===== src/rtl/co2_alarm_level_controller_macros.svh =====
// Assertion macros for the CO2 alarm level controller.
// Used by the top level only; expects a clock named clk and a reset named rst.
`ifndef CO2_ALARM_LEVEL_CONTROLLER_MACROS_SVH
`define CO2_ALARM_LEVEL_CONTROLLER_MACROS_SVH

// Property that must hold in the same cycle as its antecedent.
`define CO2ALC_ASSERT_SAME(label, ante, cons, msg) \
  label: assert property (@(posedge clk) disable iff (rst) (ante) |-> (cons)) \
    else $error(msg);

// Property whose consequent is checked after the antecedent, through a non-overlapping implication and a further delay.
`define CO2ALC_ASSERT_TWO(label, ante, cons, msg) \
  label: assert property (@(posedge clk) disable iff (rst) (ante) |=> ##1 (cons)) \
    else $error(msg);

`endif


===== src/rtl/co2alc_pkg.sv =====
// Shared types and constants for the CO2 alarm level controller.
// No dependencies; imported by every module of the block.
`timescale 1ns / 1ps

package co2alc_pkg;

  // Alarm levels, same codes as the alarm_level field.
  typedef enum logic [1:0] {
    LVL_STOP     = 2'd0,
    LVL_PRE      = 2'd1,
    LVL_CONT     = 2'd2,
    LVL_NOSENSOR = 2'd3
  } level_t;

  // Register map: index taken from paddr[4:2].
  localparam int REG_IDX_W = 3;
  localparam int PADDR_W   = 5;
  localparam logic [REG_IDX_W-1:0] REG_ALARM_THR    = 3'd0;
  localparam logic [REG_IDX_W-1:0] REG_PRE_THR      = 3'd1;
  localparam logic [REG_IDX_W-1:0] REG_DELAY_TICKS  = 3'd2;
  localparam logic [REG_IDX_W-1:0] REG_BLINK_ON     = 3'd3;
  localparam logic [REG_IDX_W-1:0] REG_BLINK_OFF    = 3'd4;
  localparam logic [REG_IDX_W-1:0] REG_SENSOR_PRES  = 3'd5;
  localparam logic [REG_IDX_W-1:0] REG_DRIVE_EN     = 3'd6;

  // Register reset values.
  localparam logic [15:0] RST_ALARM_THR   = 16'd1500;
  localparam logic [15:0] RST_PRE_THR     = 16'd1000;
  localparam logic [7:0]  RST_DELAY_TICKS = 8'd5;
  localparam logic [7:0]  RST_BLINK_ON    = 8'd2;
  localparam logic [7:0]  RST_BLINK_OFF   = 8'd2;
  localparam logic        RST_SENSOR_PRES = 1'b1;
  localparam logic        RST_DRIVE_EN    = 1'b1;

  // Queue between classifier and state update.
  localparam int QUEUE_DEPTH = 2;
  localparam int QPTR_W      = $clog2(QUEUE_DEPTH);
  localparam int QCNT_W      = $clog2(QUEUE_DEPTH + 1);

  // Configuration seen by both halves of the block.
  typedef struct packed {
    logic [15:0] alarm_threshold;
    logic [15:0] pre_alarm_threshold;
    logic [7:0]  alarm_delay_ticks;
    logic [7:0]  blink_on_ticks;
    logic [7:0]  blink_off_ticks;
    logic        sensor_present;
    logic        drive_enable;
  } cfg_t;

  // Queue status towards the front and back.
  typedef struct packed {
    logic valid;
    logic full;
  } q_status_t;

endpackage


===== src/rtl/co2_alarm_level_controller.sv =====
// CO2 alarm level controller: one tick item in, one result out.
// Each input transfer is written into the queue, and its result into the output register.
// Throughput: one item per cycle while out_stall is low, through classifier, two-entry
// queue and state register. Reset (rst, synchronous, active high) clears queue, alarm
// state and output valid, and loads the register defaults.
`timescale 1ns / 1ps

`include "co2_alarm_level_controller_macros.svh"

module co2_alarm_level_controller (
  input  logic                          clk,
  input  logic                          rst,
  input  logic                          psel,
  input  logic                          penable,
  input  logic                          pwrite,
  input  logic [co2alc_pkg::PADDR_W-1:0] paddr,
  input  logic [31:0]                   pwdata,
  output logic [31:0]                   prdata,
  output logic                          pready,
  input  logic                          in_valid,
  output logic                          in_stall,
  input  logic [15:0]                   co2_ppm,
  input  logic                          reading_missing,
  input  logic                          warming_up,
  input  logic                          manual_mode,
  input  logic [1:0]                    manual_level,
  output logic                          out_valid,
  input  logic                          out_stall,
  output logic [1:0]                    alarm_level,
  output logic                          alarm_active,
  output logic                          alarm_pin
);
  import co2alc_pkg::*;

  cfg_t                 cfg;
  logic                 wr_en;
  logic [REG_IDX_W-1:0] reg_idx;
  logic                 push;
  logic                 pop;
  level_t               front_level;
  level_t               head_level;
  q_status_t            q_status;

  assign pready  = 1'b1;
  assign wr_en   = psel && penable && pwrite && pready;
  assign reg_idx = paddr[PADDR_W-1:2];

  // Configuration registers.
  always_ff @(posedge clk) begin
    if (rst) begin
      cfg.alarm_threshold     <= RST_ALARM_THR;
      cfg.pre_alarm_threshold <= RST_PRE_THR;
      cfg.alarm_delay_ticks   <= RST_DELAY_TICKS;
      cfg.blink_on_ticks      <= RST_BLINK_ON;
      cfg.blink_off_ticks     <= RST_BLINK_OFF;
      cfg.sensor_present      <= RST_SENSOR_PRES;
      cfg.drive_enable        <= RST_DRIVE_EN;
    end else if (wr_en) begin
      unique case (reg_idx)
        REG_ALARM_THR:   cfg.alarm_threshold     <= pwdata[15:0];
        REG_PRE_THR:     cfg.pre_alarm_threshold <= pwdata[15:0];
        REG_DELAY_TICKS: cfg.alarm_delay_ticks   <= pwdata[7:0];
        REG_BLINK_ON:    cfg.blink_on_ticks      <= pwdata[7:0];
        REG_BLINK_OFF:   cfg.blink_off_ticks     <= pwdata[7:0];
        REG_SENSOR_PRES: cfg.sensor_present      <= pwdata[0];
        REG_DRIVE_EN:    cfg.drive_enable        <= pwdata[0];
        default: ;
      endcase
    end
  end

  // Register read-back.
  always_comb begin
    unique case (reg_idx)
      REG_ALARM_THR:   prdata = {16'd0, cfg.alarm_threshold};
      REG_PRE_THR:     prdata = {16'd0, cfg.pre_alarm_threshold};
      REG_DELAY_TICKS: prdata = {24'd0, cfg.alarm_delay_ticks};
      REG_BLINK_ON:    prdata = {24'd0, cfg.blink_on_ticks};
      REG_BLINK_OFF:   prdata = {24'd0, cfg.blink_off_ticks};
      REG_SENSOR_PRES: prdata = {31'd0, cfg.sensor_present};
      REG_DRIVE_EN:    prdata = {31'd0, cfg.drive_enable};
      default:         prdata = 32'd0;
    endcase
  end

  co2alc_front u_front (
    .in_valid        (in_valid),
    .in_stall        (in_stall),
    .co2_ppm         (co2_ppm),
    .reading_missing (reading_missing),
    .warming_up      (warming_up),
    .manual_mode     (manual_mode),
    .manual_level    (manual_level),
    .cfg             (cfg),
    .q_full          (q_status.full),
    .push            (push),
    .level           (front_level)
  );

  co2alc_queue u_queue (
    .clk        (clk),
    .rst        (rst),
    .push       (push),
    .push_level (front_level),
    .pop        (pop),
    .head_level (head_level),
    .status     (q_status)
  );

  co2alc_back u_back (
    .clk          (clk),
    .rst          (rst),
    .cfg          (cfg),
    .q_valid      (q_status.valid),
    .head_level   (head_level),
    .pop          (pop),
    .out_valid    (out_valid),
    .out_stall    (out_stall),
    .alarm_level  (alarm_level),
    .alarm_active (alarm_active),
    .alarm_pin    (alarm_pin)
  );

  // A transfer into an empty block passes through the queue and reaches the output register.
  `CO2ALC_ASSERT_TWO(a_empty_latency, in_valid && !in_stall && !q_status.valid && !out_valid, out_valid, "transfer into empty block did not reach the output")
  // The stop level always leaves the alarm off.
  `CO2ALC_ASSERT_SAME(a_stop_off, out_valid && alarm_level == LVL_STOP, !alarm_active && !alarm_pin, "stop level with alarm on")
  // The drive pin is never high while the logical alarm is off.
  `CO2ALC_ASSERT_SAME(a_pin_implies_active, out_valid && alarm_pin, alarm_active, "drive pin high with alarm off")

endmodule


===== src/rtl/co2alc_front.sv =====
// Front end: accepts tick items and sorts each into an alarm level.
// Depends on co2alc_pkg.
`timescale 1ns / 1ps

module co2alc_front (
  input  logic               in_valid,
  output logic               in_stall,
  input  logic [15:0]        co2_ppm,
  input  logic               reading_missing,
  input  logic               warming_up,
  input  logic               manual_mode,
  input  logic [1:0]         manual_level,
  input  co2alc_pkg::cfg_t   cfg,
  input  logic               q_full,
  output logic               push,
  output co2alc_pkg::level_t level
);
  import co2alc_pkg::*;

  level_t level_auto;

  // A transfer is taken whenever the queue has room.
  assign in_stall = q_full;
  assign push     = in_valid && !q_full;

  // Classification, in priority order.
  always_comb begin
    priority if (!cfg.sensor_present || warming_up) begin
      level_auto = LVL_STOP;
    end else if (reading_missing) begin
      level_auto = LVL_NOSENSOR;
    end else if (co2_ppm >= cfg.alarm_threshold) begin
      level_auto = LVL_CONT;
    end else if (co2_ppm >= cfg.pre_alarm_threshold) begin
      level_auto = LVL_PRE;
    end else begin
      level_auto = LVL_STOP;
    end
  end

  assign level = manual_mode ? level_t'(manual_level) : level_auto;

endmodule


===== src/rtl/co2alc_queue.sv =====
// Short level queue decoupling the classifier from the state update.
// Depends on co2alc_pkg.
`timescale 1ns / 1ps

module co2alc_queue (
  input  logic                    clk,
  input  logic                    rst,
  input  logic                    push,
  input  co2alc_pkg::level_t      push_level,
  input  logic                    pop,
  output co2alc_pkg::level_t      head_level,
  output co2alc_pkg::q_status_t   status
);
  import co2alc_pkg::*;

  level_t              entries [QUEUE_DEPTH];
  logic [QPTR_W-1:0]   wr_ptr;
  logic [QPTR_W-1:0]   rd_ptr;
  logic [QCNT_W-1:0]   count;

  assign status.valid = (count != '0);
  assign status.full  = (count == QCNT_W'(QUEUE_DEPTH));
  assign head_level   = entries[rd_ptr];

  // Entry storage; no reset needed.
  always_ff @(posedge clk) begin
    if (push) begin
      entries[wr_ptr] <= push_level;
    end
  end

  // Pointers and fill count.
  always_ff @(posedge clk) begin
    if (rst) begin
      wr_ptr <= '0;
      rd_ptr <= '0;
      count  <= '0;
    end else begin
      if (push) begin
        wr_ptr <= (wr_ptr == QPTR_W'(QUEUE_DEPTH - 1)) ? '0 : wr_ptr + 1'b1;
      end
      if (pop) begin
        rd_ptr <= (rd_ptr == QPTR_W'(QUEUE_DEPTH - 1)) ? '0 : rd_ptr + 1'b1;
      end
      unique case ({push, pop})
        2'b10:   count <= count + 1'b1;
        2'b01:   count <= count - 1'b1;
        default: count <= count;
      endcase
    end
  end

endmodule


===== src/rtl/co2alc_back.sv =====
// Back end: applies each level to the delay, blink and alarm state and
// holds the result in an output register. Depends on co2alc_pkg.
`timescale 1ns / 1ps

module co2alc_back (
  input  logic               clk,
  input  logic               rst,
  input  co2alc_pkg::cfg_t   cfg,
  input  logic               q_valid,
  input  co2alc_pkg::level_t head_level,
  output logic               pop,
  output logic               out_valid,
  input  logic               out_stall,
  output logic [1:0]         alarm_level,
  output logic               alarm_active,
  output logic               alarm_pin
);
  import co2alc_pkg::*;

  logic [7:0] delay_count, delay_count_next;
  logic [7:0] blink_count, blink_count_next;
  logic       status_on,   status_on_next;
  logic       pin_level,   pin_level_next;
  logic [7:0] blink_inc;

  // Take the next level whenever the output register is free or being emptied.
  assign pop       = q_valid && (!out_valid || !out_stall);
  assign blink_inc = blink_count + 8'd1;

  // State update for one tick.
  always_comb begin
    delay_count_next = delay_count;
    blink_count_next = blink_count;
    status_on_next   = status_on;
    pin_level_next   = pin_level;
    unique case (head_level)
      LVL_CONT, LVL_NOSENSOR: begin
        if (delay_count != 8'd0) begin
          delay_count_next = delay_count - 8'd1;
        end else begin
          status_on_next = 1'b1;
          pin_level_next = cfg.drive_enable ? 1'b1 : pin_level;
        end
      end
      LVL_PRE: begin
        if (delay_count != 8'd0) begin
          delay_count_next = delay_count - 8'd1;
        end else begin
          blink_count_next = blink_inc;
          if (status_on) begin
            if (blink_inc >= cfg.blink_on_ticks) begin
              status_on_next   = 1'b0;
              pin_level_next   = 1'b0;
              blink_count_next = 8'd0;
            end
          end else if (blink_inc >= cfg.blink_off_ticks) begin
            status_on_next   = 1'b1;
            pin_level_next   = cfg.drive_enable ? 1'b1 : pin_level;
            blink_count_next = 8'd0;
          end
        end
      end
      LVL_STOP: begin
        status_on_next   = 1'b0;
        pin_level_next   = 1'b0;
        delay_count_next = cfg.alarm_delay_ticks;
      end
    endcase
  end

  // Alarm state registers.
  always_ff @(posedge clk) begin
    if (rst) begin
      delay_count <= 8'd0;
      blink_count <= 8'd0;
      status_on   <= 1'b0;
      pin_level   <= 1'b0;
    end else if (pop) begin
      delay_count <= delay_count_next;
      blink_count <= blink_count_next;
      status_on   <= status_on_next;
      pin_level   <= pin_level_next;
    end
  end

  // Output valid flag.
  always_ff @(posedge clk) begin
    if (rst) begin
      out_valid <= 1'b0;
    end else if (pop) begin
      out_valid <= 1'b1;
    end else if (!out_stall) begin
      out_valid <= 1'b0;
    end
  end

  // Output payload.
  always_ff @(posedge clk) begin
    if (pop) begin
      alarm_level  <= head_level;
      alarm_active <= status_on_next;
      alarm_pin    <= pin_level_next;
    end
  end

endmodule


===== config.mk =====
export PLATFORM = sky130hd
export DESIGN_NAME = co2_alarm_level_controller
export DESIGN_NICKNAME = d
export VERILOG_FILES = /design/src/rtl/co2alc_pkg.sv /design/src/rtl/co2_alarm_level_controller.sv /design/src/rtl/co2alc_front.sv /design/src/rtl/co2alc_queue.sv /design/src/rtl/co2alc_back.sv
export VERILOG_INCLUDE_DIRS = /design/src /design/src/rtl
export SDC_FILE = /design/constraint.sdc
export NUM_CORES = 1
export LEC_CHECK = 0
export BUFFER_PORTS_ARGS = -buffer_cell sky130_fd_sc_hd__buf_2
export CORE_ASPECT_RATIO = 1.2
export CORE_MARGIN = 2
export CORE_UTILIZATION = 61
export CTS_CLUSTER_SIZE = 20
export DETAILED_ROUTE_END_ITERATION = 16
export GPL_TIMING_DRIVEN = 1
export HOLD_SLACK_MARGIN = 0.15
export PLACE_DENSITY = 0.92
export SYNTH_ARGS = -nofsm -noshare
export SYNTH_HDL_FRONTEND = slang
export SYNTH_SLANG_ARGS = --single-unit

===== constraint.sdc =====
create_clock -name clk -period 4.66 [get_ports clk]
set_input_delay 0.233 -clock clk [delete_from_list [all_inputs] [get_ports clk]]
set_output_delay 0.233 -clock clk [all_outputs]
set_load 0.02 [all_outputs]

# --- Yosys cells after proc, flatten, opt, wreduce, memory -nomap -nowiden ---
# Memory sizes are Yosys's and may differ from the RTL's. A register that Yosys moved wholly into a read port is not among the register bits.
# Cells that the tools add are included.
classes:
  n_reduce_logical: 26
  eq_ne: 14
  muxes: 33
  n_lt_le_gt_ge: 4
  addsub: 6
  bitwise: 1
op_table:
  columns: ["operator", "count"]
  rows:
  - ["$pmux W16 S7", 1]
  - ["$ge A16 B16 Y1", 2]
  - ["$mux W8", 4]
  - ["$mux W1", 20]
  - ["$ge A8 B8 Y1", 2]
  - ["$pmux W8 S2", 1]
  - ["$reduce_and A2 Y1", 8]
  - ["$eq A3 B3 Y1 const B", 3]
  - ["$add A8 B1 Y8 const B", 1]
  - ["$eq A2 B2 Y1 const B", 4]
  - ["$mux W2", 4]
  - ["$reduce_bool A8 Y1", 1]
  - ["$sub A8 B1 Y8 const B", 1]
  - ["$eq A3 B2 Y1 const B", 2]
  - ["$pmux W1 S3", 2]
  - ["$eq A2 B1 Y1 const B", 2]
  - ["$logic_and A1 B1 Y1", 4]
  - ["$logic_not A1 Y1", 4]
  - ["$ne A2 B1 Y1 const B", 2]
  - ["$pmux W2 S2", 1]
  - ["$reduce_bool A2 Y1", 2]
  - ["$eq A3 B1 Y1 const B", 1]
  - ["$logic_not A3 Y1", 1]
  - ["$reduce_and A3 Y1", 1]
  - ["other kinds (8)", 10]
totals:
  memories: 1
  word_cells: 103
  ramBits: 4
  reg_bits: 85
  out_inout_bits: 39
mem_list:
  columns: ["memory", "words", "width", "rd", "rd_clocked_by_memory_dff", "write_ports", "line", "source"]
  rows:
  - ["u_queue.entries", 2, 2, 1, 1, 1, "co2alc_queue.sv:16", "level_t entries [QUEUE_DEPTH];"]

# --- Logic depth before layout (Yosys ltp) ---
depth:
  depth_word: 6
  ltp_mapped: 11

# --- Hierarchy ---
# A second synthesis with hierarchy kept.
hier_totals:
  hier_cells: 669
  hier_area_um2: 5804.3
modules_own_cells:
  columns: ["mod", "n_inst", "area_each_um2", "cells_each"]
  rows:
  - ["co2_alarm_level_controller", 1, 2912.8, 333]
  - ["co2alc_back", 1, 1684.1, 195]
  - ["co2alc_front", 1, 857.1, 113]
  - ["co2alc_queue", 1, 350.3, 28]

# --- Least setup slack after synthesis ---
# OpenSTA, ideal clock, no wires.
synth_path:
  path_kind: "reg-to-reg"
  start: "register u_back.blink_count[0]"
  end: "register u_back.pin_level"
  required_ns: 4.590
  arrival_ns: 2.465
  n_path_buf: 0
  path_slack_ns: 2.125
  stages_incl_launch_ff: 12
  path_cell_list: "dfxtp_1 nand3_1 or2_2 nor2_1 xor2_1 ha_1 nand2_1 nor4_1 a21oi_1 o31a_1 o31a_1 a21oi_1"
synth_between:
  elab_chain_len: 6
synth_rtl:
  columns: ["item", "line", "source"]
  rows:
  - ["from (decl)", "co2alc_back.sv:21", "logic [7:0] blink_count, blink_count_next;"]
  - ["from (signal assigned)", "co2alc_back.sv:80", "blink_count <= blink_count_next;"]
  - ["$add A8 B1 Y8 *", "co2alc_back.sv:28", "assign blink_inc = blink_count + 8'd1;"]
  - ["$ge A8 B8 Y1, on equally long branches", "co2alc_back.sv:56, co2alc_back.sv:51", null]
  - ["$mux W1, on equally long branches", "co2alc_back.sv:56, co2alc_back.sv:51", null]
  - ["$mux W1 *", "co2alc_back.sv:50", "if (status_on) begin"]
  - ["$mux W1 *", "co2alc_back.sv:46", "if (delay_count != 8'd0) begin"]
  - ["$pmux W1 S3 *", "co2alc_back.sv:36", "unique case (head_level)"]
  - ["to (signal assigned)", "co2alc_back.sv:82", "pin_level <= pin_level_next;"]
  - ["to (decl)", "co2alc_back.sv:23", "logic pin_level, pin_level_next;"]
# Mark *: on every way between the ends. The rest lies on a longest branch, timed or not.
# A chain may end at the register's enable or synchronous reset.

# --- Worst setup path after layout ---
layout_path:
  start: "register u_back.blink_count[0]"
  end: "register u_back.blink_count[1]"
layout_between:
  elab_chain_len: 4
layout_rtl:
  columns: ["item", "line"]
  rows:
  - ["$add A8 B1 Y8 *", "co2alc_back.sv:28"]
  - ["$ge A8 B8 Y1, on equally long branches", "co2alc_back.sv:56, co2alc_back.sv:51"]
  - ["$mux W8, on equally long branches", "co2alc_back.sv:56, co2alc_back.sv:51"]
  - ["$mux W8 *", "co2alc_back.sv:50"]
# Marks and branches as above.

==> reports/results.txt <==
Result of the run: completed
Top cell type's share of synthesized area: 0.300
Yosys Warn Count: 0
Post-synthesis sequential area ratio: 0.344
Number of standard cells after synthesis: 648
Max-slew violation total from the final report: 0
1st-pass router iterations: 5
Clk pin slew, worst setup/hold paths: 0.09 ns
Final period util: 0.661
Final setup violation count: 0
Min-delay worst type: in2reg
Top fanout value on the critical path: 8
CP most frequent cell: nor2_1
Starting density of the core: 0.632
Num CTS Buffers: 9
All-layer global routing usage: 0.280
Cells along the critical path: nand3_1 > or2_2 > nor2_1 > xor2_1 > ha_1 > nand2_1 > nor4_1 > nor2_1 > mux2i_1 > o21ai_0
Fraction of final layout cells sized beyond drive strength 1: 0.150
Vias in the first global route: 4677
I/O pins: 104
Final worst clock skew: 0.0157 ns
P&R area growth vs syn: 11.9%
Crit path buf inv count: 0
Clock network power share: 0.251
Most used flip-flop cell after synthesis: dfxtp_1
Proportion of power drawn by flip-flops and latches: 0.398
Share of total power in combinational logic: 0.351
Kind of launch point of the worst setup path: flop
Max-cap viol count: 0
Die area: 0.00974 sq mm
Mean instance size in the synthesized netlist: 8.44 sq um
Number of synthesized register bits: 90
Via Count: 4839
Routed Antenna Nets: 0
First-pass GRT wire length: 21700 um
Maximum clock path buffer count: 2
WL final: 13400 um
Clock tree from TritonCTS: built
RSZ-0062 raised after global routing: no
Max-slew headroom at the worst pin: 0.333
Psw: 877 uW
Type of element capturing the critical path: flop
Number of buffers added on ports: 68
Kind of cell adding the most delay to the critical path: simple AND/OR/NAND/NOR gates
Number of distinct library cells after synthesis: 62
Die Wd: 90.4 um
Tmin final: 3.08 ns
Antenna fix cells: 0
Maximum number of pins on one net before global-route repair: 84
Netlist area before placement: 0.00547 sq mm
Number of standard-cell rows in the floorplan: 37
Worst-path cell with the longest stage delay: mux2i_1
Final net count: 826
Die Y: 108 um
Final number of hold-violating endpoints: 0
Routed wirelength normalized by instance count: 16.0 um
Final Worst Setup Slack: 1.58 ns
Final core utilization: 0.707
Gpl congestion: 0.949
Required time of the critical path: 4.90 ns
Clock sinks: 90
Most instantiated library cell after synthesis: dfxtp_1
Post-placement worst setup slack: 1.64 ns
Vias per inst: 5.82
Placed wire-length estimate after detailed placement: 9850 um
Clock latency on the worst-skew pair: 0.38 ns
Data arrival time of the worst path: 3.32 ns
Switching share of power: 0.361
Power density over the cells: 397 mW/mm^2
Total gr overflow: 0
Most frequent cells after synthesis: 82 x dfxtp_1, 78 x nor2_1, 67 x nand2_1
Maximum single-stage delay on the critical path: 0.54 ns
LEAKAGE: 0.00256 uW
Total number of H-tree levels: 3
Synth area leader: dfxtp_1
Share of async-settable or async-resettable flops after synthesis: 0
Post-synth EDFFs: 8
CTS resizes: 0
Number of antenna violations at the first check in global routing: 0
Post-CTS repair timing setup buffer count: 0
DRT iter0 DRCs: 330
DRC viols: 0
Maximum resistive drop on vdd: 0.185 mV
Internal reg-to-reg setup slack: 1.58 ns
Ranking of synthesized cells by area: dfxtp_1 30%, ha_1 12%, mux2i_1 7.1%
Root buffer cell: clkbuf_8
Area of the core: 0.00866 sq mm
Max Fclk: 0.324 GHz
Int Power: 1550 uW
Setup CP Type: reg2reg
Final sum of negative setup slack: 0 ns
Worst Tran Pin Value: 0.999 ns
-- worst reg2reg max path, stage by stage (launching register included) --
cell and delay, ns:
dfxtp_1 0.44, nand3_1 0.17, or2_2 0.37, nor2_1 0.14
xor2_1 0.29, ha_1 0.21, nand2_1 0.08, nor4_1 0.40
nor2_1 0.08, mux2i_1 0.54, o21ai_0 0.21
-- stage by stage --
step                instance area (sq um)  total power (uW)  instances  hold WS, ns
finish                               6120              2430        832        0.159
global route                         6120              2570        832        0.166
CTS                                  6120              2420        832        0.154
detailed placement                   5800              1820        807        0.457
global placement                     5800              1780        807        0.451
floorplan                            5530              1640        663        0.351
-- power groups by stage --
stage | Sequential, uW | Combinational [uW] | Clock [uW]
3_5_place_dp | 983 | 840 | 0
5_1_grt | 981 | 949 | 641
3_3_place_gp | 974 | 801 | 0
6_report | 968 | 854 | 610
2_1_floorplan | 985 | 654 | 0
4_1_cts | 966 | 849 | 611
-- logic make-up after synthesis --
kind of cell / synth area share
DFF: 0.344
adders and majority gates: 0.117
other: 0.00137
and+or+nand+nor: 0.180
muxes: 0.0734
xor gates and xnor gates: 0.0224
buffers and inverters: 0.0773
AOI/OAI and AO/OA: 0.184
-- flip-flops by register name, summed over array words and instances (netlist names), 2 cells and up, named ones only --
signal	cells
u_back.alarm_level	2
u_queue.count	2
u_queue.entries	4
u_back.delay_count	8
u_back.blink_count	8
cfg	58
-- routing by layer --
metal  routed length, um  up-vias  global-route usage
li1                    -     2359                   -
met1                5280     2262               0.314
met2                6880      176               0.520
met3                 746       42              0.0441
met4                 452        0               0.130
met5                   0        -                   0
-- final timing paths --
check / depth (start not counted) / end / from
max: 10 / u_back.blink_count[1] / u_back.blink_count[0]
min: 3 / cfg[43] / pwdata[1]
max reg2reg: 10 / u_back.blink_count[1] / u_back.blink_count[0]
min reg2reg: 2 / cfg[54] / cfg[54]
-- final cells by class --
type | instances | area (sq um)
clock inverter | 3 | 42.5
fill | 649 | 2540
timing repair buffer | 79 | 445
multi-input combinational | 479 | 3220
clock buffer | 13 | 191
inverter | 51 | 191
sequential | 90 | 1880
tap | 117 | 146
-- timing repair --
action	in CTS	in global routing
hold buffers	9	0
endpoints found under the setup margin	0	0
endpoints found under the hold margin	17	0
-- placed cells by master, fill, tap and decap left out, types with 9 or more instances in the layout --
cell and count:
mux2i_1 39, nand2_1 67, a211o_1 22, nor2b_1 9, inv_1 50, ha_1 51
o21ai_0 17, conb_1 17, clkbuf_8 10, nor2_1 78, buf_2 68, dlygate4sd3_1 9
dfxtp_1 82, a21oi_1 53, a22oi_1 9
Power figures use the tool's default switching activity.
